`config.mk`:
```
export PLATFORM = sky130hd
export DESIGN_NAME = lcs_ctrl
export DESIGN_NICKNAME = d
export VERILOG_FILES = /design/src/rtl/lcs_pkg.sv /design/src/rtl/lcs_ctrl.sv
export SDC_FILE = /design/constraint.sdc
export NUM_CORES = 1
export LEC_CHECK = 0
export BUFFER_PORTS_ARGS = -buffer_cell sky130_fd_sc_hd__buf_4
export CAP_MARGIN = 20
export CORE_AREA = 2 2 39 41
export DETAILED_ROUTE_END_ITERATION = 10
export DIE_AREA = 0 0 41 43
export SETUP_SLACK_MARGIN = 0.1
export SLEW_MARGIN = 20
export SYNTH_ARGS = -nofsm -noshare
export SYNTH_HDL_FRONTEND = slang
export SYNTH_SLANG_ARGS = --single-unit
```
`constraint.sdc`:
```
create_clock -name clock -period 4.2 [get_ports clock]
set_clock_uncertainty 0.05 [all_clocks]
set_input_delay 1.26 -clock clock [delete_from_list [all_inputs] [get_ports clock]]
set_output_delay 1.26 -clock clock [all_outputs]
set_load 0.01 [all_outputs]
```
`src/rtl/lcs_pkg.sv`:
```
// Shared constants, types and helpers for the life automaton step block.
`default_nettype none

package lcs_pkg;

   // Grid storage limits
   localparam int MAX_ROWS = 64;
   localparam int MAX_COLS = 64;
   localparam int MAX_DIM  = (MAX_ROWS > MAX_COLS) ? MAX_ROWS : MAX_COLS;

   // Internal index and extent widths
   localparam int ROW_W      = $clog2(MAX_ROWS);
   localparam int COL_W      = $clog2(MAX_COLS);
   localparam int EXT_W      = $clog2(MAX_DIM + 1);
   localparam int ADDR_W     = ROW_W + 1;
   localparam int RAM_WORDS  = 2 ** ADDR_W;
   localparam int PAD_IDX_W  = $clog2(MAX_COLS + 2);

   // Fixed field widths of the channels
   localparam int FLD_ROW_W  = 6;
   localparam int FLD_COL_W  = 6;
   localparam int LIVE_W     = 13;
   localparam int CSR_IDX_W  = 4;
   localparam int CSR_DATA_W = 7;

   // Register indexes
   localparam logic [CSR_IDX_W-1:0] CSR_ROWS_IN_USE = 4'd0;
   localparam logic [CSR_IDX_W-1:0] CSR_COLS_IN_USE = 4'd1;

   // Extent reset value and rule thresholds
   localparam logic [CSR_DATA_W-1:0] EXTENT_RESET = 7'd64;
   localparam logic [3:0]            BIRTH_COUNT  = 4'd3;
   localparam logic [3:0]            SURVIVE_LOW  = 4'd2;

   // Controller states
   typedef enum logic [2:0] {
      ST_CLEAR,
      ST_IDLE,
      ST_RD_SELF,
      ST_RD_BELOW,
      ST_EMIT
   } lcs_state_type;

   // Controller to datapath commands
   typedef struct packed {
      logic clear_wr;
      logic load_wr;
      logic adv_start;
      logic rd_self;
      logic rd_below;
      logic emit;
   } lcs_cmd_type;

   // Datapath to controller status
   typedef struct packed {
      logic clear_last;
   } lcs_stat_type;

   // Zero counts as one, anything above the storage limit counts as the limit
   function automatic logic [EXT_W-1:0] clamp_extent(input logic [CSR_DATA_W-1:0] v,
                                                    input int maxv);
      logic [EXT_W-1:0] res;
      if (v == '0) begin
         res = EXT_W'(1);
      end else if (32'(v) > maxv) begin
         res = EXT_W'(maxv);
      end else begin
         res = EXT_W'(v);
      end
      return res;
   endfunction

endpackage

`default_nettype wire

```
`src/rtl/lcs_ctrl.sv`:
```
// Sequencing state machine: clearing pass, loads, row reads and result handoff.
`default_nettype none

module lcs_ctrl (
   input  wire logic                  clock,
   input  wire logic                  reset,
   input  wire logic                  req_valid,
   input  wire logic                  req_mode,
   output logic                       req_ready,
   output logic                       rsp_valid,
   input  wire logic                  rsp_ready,
   input  wire lcs_pkg::lcs_stat_type stat,
   output lcs_pkg::lcs_cmd_type       cmd
);
   import lcs_pkg::*;

   lcs_state_type state_ff, state_in;
   logic          rsp_valid_ff, rsp_valid_in;
   logic          slot_free;

   // Result register can take a new transaction
   assign slot_free = !rsp_valid_ff || rsp_ready;

   // Next state
   always_comb begin
      state_in = state_ff;
      unique case (state_ff)
         ST_CLEAR: begin
            if (stat.clear_last) state_in = ST_IDLE;
         end
         ST_IDLE: begin
            if (req_valid && req_mode) state_in = ST_RD_SELF;
         end
         ST_RD_SELF:  state_in = ST_RD_BELOW;
         ST_RD_BELOW: state_in = ST_EMIT;
         ST_EMIT: begin
            if (slot_free) state_in = ST_IDLE;
         end
         default: state_in = ST_CLEAR;
      endcase
   end

   // Outputs
   always_comb begin
      cmd       = '0;
      req_ready = 1'b0;
      unique case (state_ff)
         ST_CLEAR: cmd.clear_wr = 1'b1;
         ST_IDLE: begin
            req_ready     = 1'b1;
            cmd.load_wr   = req_valid && !req_mode;
            cmd.adv_start = req_valid && req_mode;
         end
         ST_RD_SELF:  cmd.rd_self  = 1'b1;
         ST_RD_BELOW: cmd.rd_below = 1'b1;
         ST_EMIT:     cmd.emit     = slot_free;
         default: ;
      endcase
   end

   // Result valid flag
   always_comb begin
      if (cmd.emit) begin
         rsp_valid_in = 1'b1;
      end else if (rsp_ready) begin
         rsp_valid_in = 1'b0;
      end else begin
         rsp_valid_in = rsp_valid_ff;
      end
   end

   always_ff @(posedge clock) begin
      if (reset) begin
         state_ff     <= ST_CLEAR;
         rsp_valid_ff <= 1'b0;
      end else begin
         state_ff     <= state_in;
         rsp_valid_ff <= rsp_valid_in;
      end
   end

   assign rsp_valid = rsp_valid_ff;

endmodule

`default_nettype wire

```
==> summary.txt, run 1 <==
Yosys
  • Top cells by area, synth: dfxtp_1 32%, nor2_1 7.5%, buf_4 6.0%
  • Count leader, synth: nor2_1
  • Synth top area share: roughly 32%
  • Synth cell types: 19
  • Dominant cell type by area after synthesis: dfxtp_1
  • Number of synthesized flops with an enable pin: 0
  • Post-synthesis cell area: around 250 sq um
  • Cells after synthesis: 30
  • Synthesis warning total: 0
  • Fraction of registers with async set or reset after synthesis: 0%
  • Sequential-to-total area share from yosys stat: approximately a third
  • Avg Cell Area, Syn: around 8.3 sq um
  • Syn Nets: 36
  • Synth top cells by count: 5 x nor2_1, 4 x dfxtp_1
  • Synthesized flop and latch total: 4
  • Most used flip-flop cell after synthesis: dfxtp_1

Drt
  • Detail Route Antenna Nets: 0
  • Post-Route WL: around 540 microns
  • Via count: 243
  • 1st-pass router iterations: 1
  • Initial DRC Count: 0
  • Avg Vias per Cell: 4.12
  • Drt wl/cell: between 9 and 10 microns
  • DRC: 0

STA
  • Tmin final: between 3000 and 4000 ps
  • Worst hold slack: around 520 ps
  • Final TNS setup: 0 ps
  • Final Max Slew Viols: 0
  • Slew at the pin closest to its max-slew limit: between 200 and 300 ps
  • # setup viols final: 0
  • Unrepaired setup endpoints after global routing: no
  • Maximum clock frequency: around 320 MHz
  • Final critical-path share of the clock period: about 75%
  • Rel. slew slack: about four fifths
  • Final Hold Viols: 0

Floorplanning
  • Core Area: about 1400 sq um
  • Ports: 14
  • Initial Util: between 10% and 20%
  • Row cnt: 14
  • Die Height: about 43 microns
  • Die ar.: around 1800 sq um
  • Die W: approximately 41 microns

Global route
  • Number of global-route vias before repair: 208
  • GRT Overall Usage: under 10%
  • Antenna violations before repair: 0
  • First-pass GRT wire length: ~880 microns
  • Grt ovf: 0
  • Largest net degree at the start of global routing: 10

Worst setup path
  • Critical path endpoint category: primary output
  • Worst r2r dst: state_ff[0]
  • CP startpoint: rsp_ready
  • RR Startpoint: state_ff[0]
  • Worst EP required: 2890 ps
  • Setup CP Type: in -> out
  • Max Fanout on Critical Path: 4
  • Critical Path AT: about 1800 ps
  • CP Launch Type: input pin
  • R2R setup slack: 3040 ps
  • Reg2Reg Depth: 3

Place
  • Placement Cell Area: 340 sq um
  • DP HPWL: just over 400 microns
  • Placer congestion estimate: roughly 0.68
  • PortBufs: 13

Finish
  • Syn-to-layout area delta: 45.7%
  • N_diodes: 0
  • Share of layout cells above drive strength 1: roughly 44%
  • Net count, final: between 50 and 60
  • Final instance area: 363 sq um

Outcome
  • Status: complete, no violations

CTS
  • CTS Buf Count: 3
  • Clock root cell: clkbuf_4
  • Clock-pin slew on the worst setup and hold paths: 30 ps
  • H-tree levels: 1
  • Post-CTS setup repair buffer count: 0
  • Worst-skew pair later-pin latency: between 200 and 250 ps
  • Cts-stage hold buffer count: 0
  • Max clock buf depth: 2
  • PostCTS Resize Cnt: 0
  • Sink Count: 4
  • CTS tree: done

Pwr
  • Clk pwr share: between 40% and 50%
  • Combinational power share: 21.6%
  • Sw Ratio: between 20 and 30%
  • Internal power: between 0.08 and 0.09 mW
  • Sw Pwr: 0.0291 mW
  • Max VDD drop: between 0.1 and 0.15 mV
  • Reg power frac: 37.8%
  • Pleak: between 0.15 and 0.2 nW
  • Power Density: 319 nW/um^2

Hold path
  • Hold Path Origin: state_ff[1]
  • Hold Path Depth: 2
  • Endpoint, Worst Hold: state_ff[1]
  • Worst Hold Class: reg -> reg

Job
  • Max capacitance violation total: 0
-- cell usage in the layout (no fill, tap or decap), drive strengths merged --
cell type / n
a211oi: 1
inv: 1
and3b: 1
nor2: 5
clkbuf: 3
nand4b: 1
dfxtp: 4
or3b: 1
nor3: 2
o22ai: 1
buf: 13
nor3b: 2
a31oi: 1
nor2b: 1
a22o: 1
nand2b: 1
a21oi: 2
and3: 1
or2b: 1
-- per-layer routing --
| layer | track usage [%] | vias up | part of all wire [%] |
|---|---|---|---|
| met5 | 0 | - | 0 |
| met4 | 6.00 | 0 | 0 |
| met3 | 3.14 | 0 | 9.3 |
| met2 | 8.13 | 12 | 38 |
| met1 | 11.3 | 99 | 53 |
| li1 | - | 132 | - |
-- state kept, by name (all words and copies together), names as in the netlist --
signal,flops
state_ff,3
rsp_valid,1
-- worst max path at each step --
| stage | endpoint | slack, ps |
|---|---|---|
| CTS | cmd[0] | 1060 |
| floorplan | cmd[0] | 1230 |
| detailed placement | cmd[0] | 1060 |
| global placement | cmd[0] | 1080 |
| finish | cmd[0] | 1050 |
| global route | cmd[0] | 1010 |
-- cells by family after synthesis --
| family | synth area share (%) |
|---|---|
| and+or+nand+nor | 40.2 |
| AOI/OAI and AO/OA | 15.6 |
| DFF | 32.2 |
| buffers and inverters | 12.1 |
-- cell type report --
| class | instances | area, sq um |
|---|---|---|
| clock buffers | 3 | 22.5 |
| fillers | 158 | 1020 |
| inverters | 1 | 3.75 |
| multi-input cells | 22 | 139 |
| flip-flops and latches | 4 | 80.1 |
| well taps | 16 | 20.0 |
| repair buffers | 13 | 97.6 |
-- per-stage QoR --
step	setup slack (ps)	total power, mW	cells	util (%)
6_report	1050	0.116	59	26.2
5_1_grt	1010	0.125	59	26.2
4_1_cts	1060	0.119	59	26.2
3_5_place_dp	1060	0.0696	56	24.6
3_3_place_gp	1080	0.0695	56	24.6
2_1_floorplan	1230	0.0584	30	-
-- critical path, cell delays in order --
cell,delay (ps)
buf_4,110
nor2b_1,230
nor3_1,90
buf_4,150
-- power groups by stage --
| stage | registers, mW | logic, mW | clock network (mW) |
|---|---|---|---|
| floorplan | 0.0416 | 0.0167 | 0 |
| global route | 0.0448 | 0.0273 | 0.0533 |
| detailed placement | 0.0444 | 0.0252 | 0 |
| global placement | 0.0444 | 0.0251 | 0 |
| CTS | 0.0438 | 0.0254 | 0.0499 |
| finish | 0.0438 | 0.0250 | 0.0471 |
(Power assumes the default switching activity.)
==> run 2, diff against run 1 <==
--- a/config.mk
+++ b/config.mk
@@ -5,6 +5,7 @@
 export SDC_FILE = /design/constraint.sdc
 export NUM_CORES = 1
 export LEC_CHECK = 0
+export ABC_AREA = 1
 export BUFFER_PORTS_ARGS = -buffer_cell sky130_fd_sc_hd__buf_4
 export CAP_MARGIN = 20
 export CORE_AREA = 2 2 39 41
==> constraint.sdc (replaced) <==
create_clock -name clock -period 2.7 [get_ports clock]
set_clock_uncertainty 0.05 [all_clocks]
set_input_delay 0.81 -clock clock [delete_from_list [all_inputs] [get_ports clock]]
set_output_delay 0.81 -clock clock [all_outputs]
set_load 0.01 [all_outputs]
==> summary.txt, run 2 <==
Outcome
  • Status: complete, no violations

Pwr
  • Combinational power share: 36.0%
  • Pleak: roughly 0.21 nW
  • Reg power frac: 33.3%
  • Clk pwr share: roughly 31%
  • Max VDD drop: 0.186 mV
  • Power Density: between 600 and 700 nW/um^2
  • Sw Ratio: ~34%
  • Internal power: 0.161 mW
  • Sw Pwr: roughly 0.084 mW

Drt
  • Post-Route WL: approximately 550 microns
  • Drt wl/cell: 7.80 microns
  • Avg Vias per Cell: slightly above 4
  • Detail Route Antenna Nets: 0
  • 1st-pass router iterations: 4
  • DRC: 0
  • Initial DRC Count: 4
  • Via count: about 290

Worst setup path
  • Cell mode on critical path: buf_4
  • Critical Path Slowest Stage Cell: nor2_1
  • CP Launch Type: input pin
  • Setup CP Type: in -> out
  • Critical path endpoint category: primary output
  • Max Fanout on Critical Path: 3
  • RR Startpoint: state_ff[0]
  • Worst r2r dst: state_ff[0]
  • R2R setup slack: approximately 1600 ps
  • Worst path cell trace: buf_4, nor2_1, nor4_2, buf_4
  • Reg2Reg Depth: 5
  • Critical Path AT: approximately 1300 ps
  • Crit path capture: cmd[0]
  • CP startpoint: rsp_ready
  • Worst EP required: roughly 1800 ps
  • Max incr delay on CP: between 150 and 200 ps

Global route
  • Antenna violations before repair: 0
  • First-pass GRT wire length: approximately 900 microns
  • Grt ovf: 0
  • Number of global-route vias before repair: 220
  • Largest net degree at the start of global routing: 9
  • GRT Overall Usage: a little over 8%

Finish
  • Most frequent cells in the layout: 13 x buf_4, 7 x inv_1, 7 x nor2_1
  • Max reg flops: 3
  • Most common cell after layout, fill and taps aside: buf_4
  • Biggest register: state_ff
  • Share of layout cells above drive strength 1: roughly 41%
  • Final instance area: 387 sq um
  • N_diodes: 0
  • Final core occ: about 28%
  • Syn-to-layout area delta: 45.8%
  • Net count, final: between 60 and 70

Floorplanning
  • Die W: about 40 microns
  • Core Area: approximately 1400 sq um
  • Die Height: about 43 microns
  • Row cnt: 14
  • Initial Util: between 10% and 20%
  • Die ar.: between 1500 and 2000 sq um
  • Ports: 14

CTS
  • H-tree levels: 1
  • Max clock buf depth: 2
  • PostCTS Resize Cnt: 0
  • Post-CTS setup repair buffer count: 0
  • Clock-pin slew on the worst setup and hold paths: ~40 ps
  • Cts-stage hold buffer count: 0
  • CTS Buf Count: 3
  • Worst-skew pair later-pin latency: around 240 ps
  • Sink Count: 4
  • CTS tree: done
  • Clock root cell: clkbuf_4

Hold path
  • Worst Hold Class: reg -> reg

Yosys
  • Synth Area in XOR/XNOR: 0%
  • Synth top cells by count: 7 x inv_1, 7 x nor2_1, 6 x nand2_1
  • Mux cell area share after synthesis: 0%
  • Synth cell types: 14
  • Most used flip-flop cell after synthesis: dfxtp_1
  • Largest family of logic cells by synthesized area: simple AND/OR/NAND/NOR gates
  • Post-synthesis cell area: approximately 270 sq um
  • Synth top area share: a little under a third
  • Number of synthesized flops with an enable pin: 0
  • Top cells by area, synth: dfxtp_1 30%, inv_1 9.9%, nor2_1 9.9%
  • Synthesis warning total: 0
  • Sequential-to-total area share from yosys stat: 30.2%
  • Fraction of registers with async set or reset after synthesis: 0%
  • Syn Nets: 46
  • Synth Area in Adders: 0%
  • Synthesized flop and latch total: 4
  • Dominant cell type by area after synthesis: dfxtp_1
  • Avg Cell Area, Syn: approximately 6.6 sq um
  • Cells after synthesis: 40
  • Simple-Gate Fraction of Synth Area: between 40 and 50%
  • Synth Area in Compound Gates: 3.77%

Place
  • PortBufs: 13
  • Placement Cell Area: between 300 and 400 sq um
  • Placer congestion estimate: 0.753
  • DP HPWL: between 400 and 500 microns

STA
  • Rel. slew slack: between 70% and 80%
  • Worst hold slack: between 500 and 600 ps
  • Slew at the pin closest to its max-slew limit: about 310 ps
  • # setup viols final: 0
  • Final Hold Viols: 0
  • Tmin final: about 2200 ps
  • Final critical-path share of the clock period: 80.7%
  • Maximum clock frequency: 459 MHz
  • Final TNS setup: 0 ps
  • Unrepaired setup endpoints after global routing: no
  • Final Max Slew Viols: 0

Job
  • Max capacitance violation total: 0
[run 2: cell types whose count changed in the layout (fill, tap and decap cells not counted), sizes merged, moves of 4 or more]
cell   before  now
inv         1    8
nand3       0    6
nand2       0    6
nor2        5    9
[run 2: layer usage]
| metal | vias to the layer above | GRT usage, % | wire (microns) |
|---|---|---|---|
| met3 | 2 | 4.71 | 48 |
| li1 | 152 | - | - |
| met4 | 0 | 10.0 | 10 |
| met1 | 122 | 10.6 | 264 |
| met5 | - | 0 | 0 |
| met2 | 11 | 7.50 | 223 |
[run 2: critical path, delay by kind of cell]
kind	cells	cell delay, ps
simple gates	2	250
buf+inv	2	250
[run 2: through the flow]
stage	power [mW]	instances	setup WS, ps
floorplan	0.143	40	660
global placement	0.172	67	530
detailed placement	0.172	67	515
CTS	0.249	70	516
global route	0.269	70	489
finish	0.245	70	520
[run 2: worst min-delay path by stage]
stage	slack, ps	endpoint	depth (start not counted)	from
detailed placement	540	state_ff[2]	2	state_ff[2]
floorplan	490	state_ff[2]	2	state_ff[2]
finish	550	state_ff[2]	2	state_ff[2]
CTS	550	state_ff[2]	2	state_ff[2]
global placement	550	state_ff[2]	2	state_ff[2]
global route	580	state_ff[2]	2	state_ff[2]
[run 2: final cells by class]
cell class                      instances  area, sq um
Clock buffer                            3         22.5
Inverter                                8         30.0
Fill cell                             154          997
Multi-Input combinational cell         26          136
Tap cell                               16         20.0
Timing Repair Buffer                   13         97.6
Sequential cell                         4         80.1
[run 2: power by group through the flow]
| stage | registers, mW | logic, mW | clock network, mW |
|---|---|---|---|
| 2_1_floorplan | 0.0734 | 0.0696 | 0 |
| 3_3_place_gp | 0.0819 | 0.0896 | 0 |
| 3_5_place_dp | 0.0820 | 0.0896 | 0 |
| 4_1_cts | 0.0808 | 0.0898 | 0.0778 |
| 5_1_grt | 0.0829 | 0.102 | 0.0846 |
| 6_report | 0.0815 | 0.0882 | 0.0753 |
[run 2: kinds of logic after synthesis]
family | after synthesis
AOI/OAI and AO/OA | 2
and+or+nand+nor | 24
buffers and inverters | 10
DFF | 4
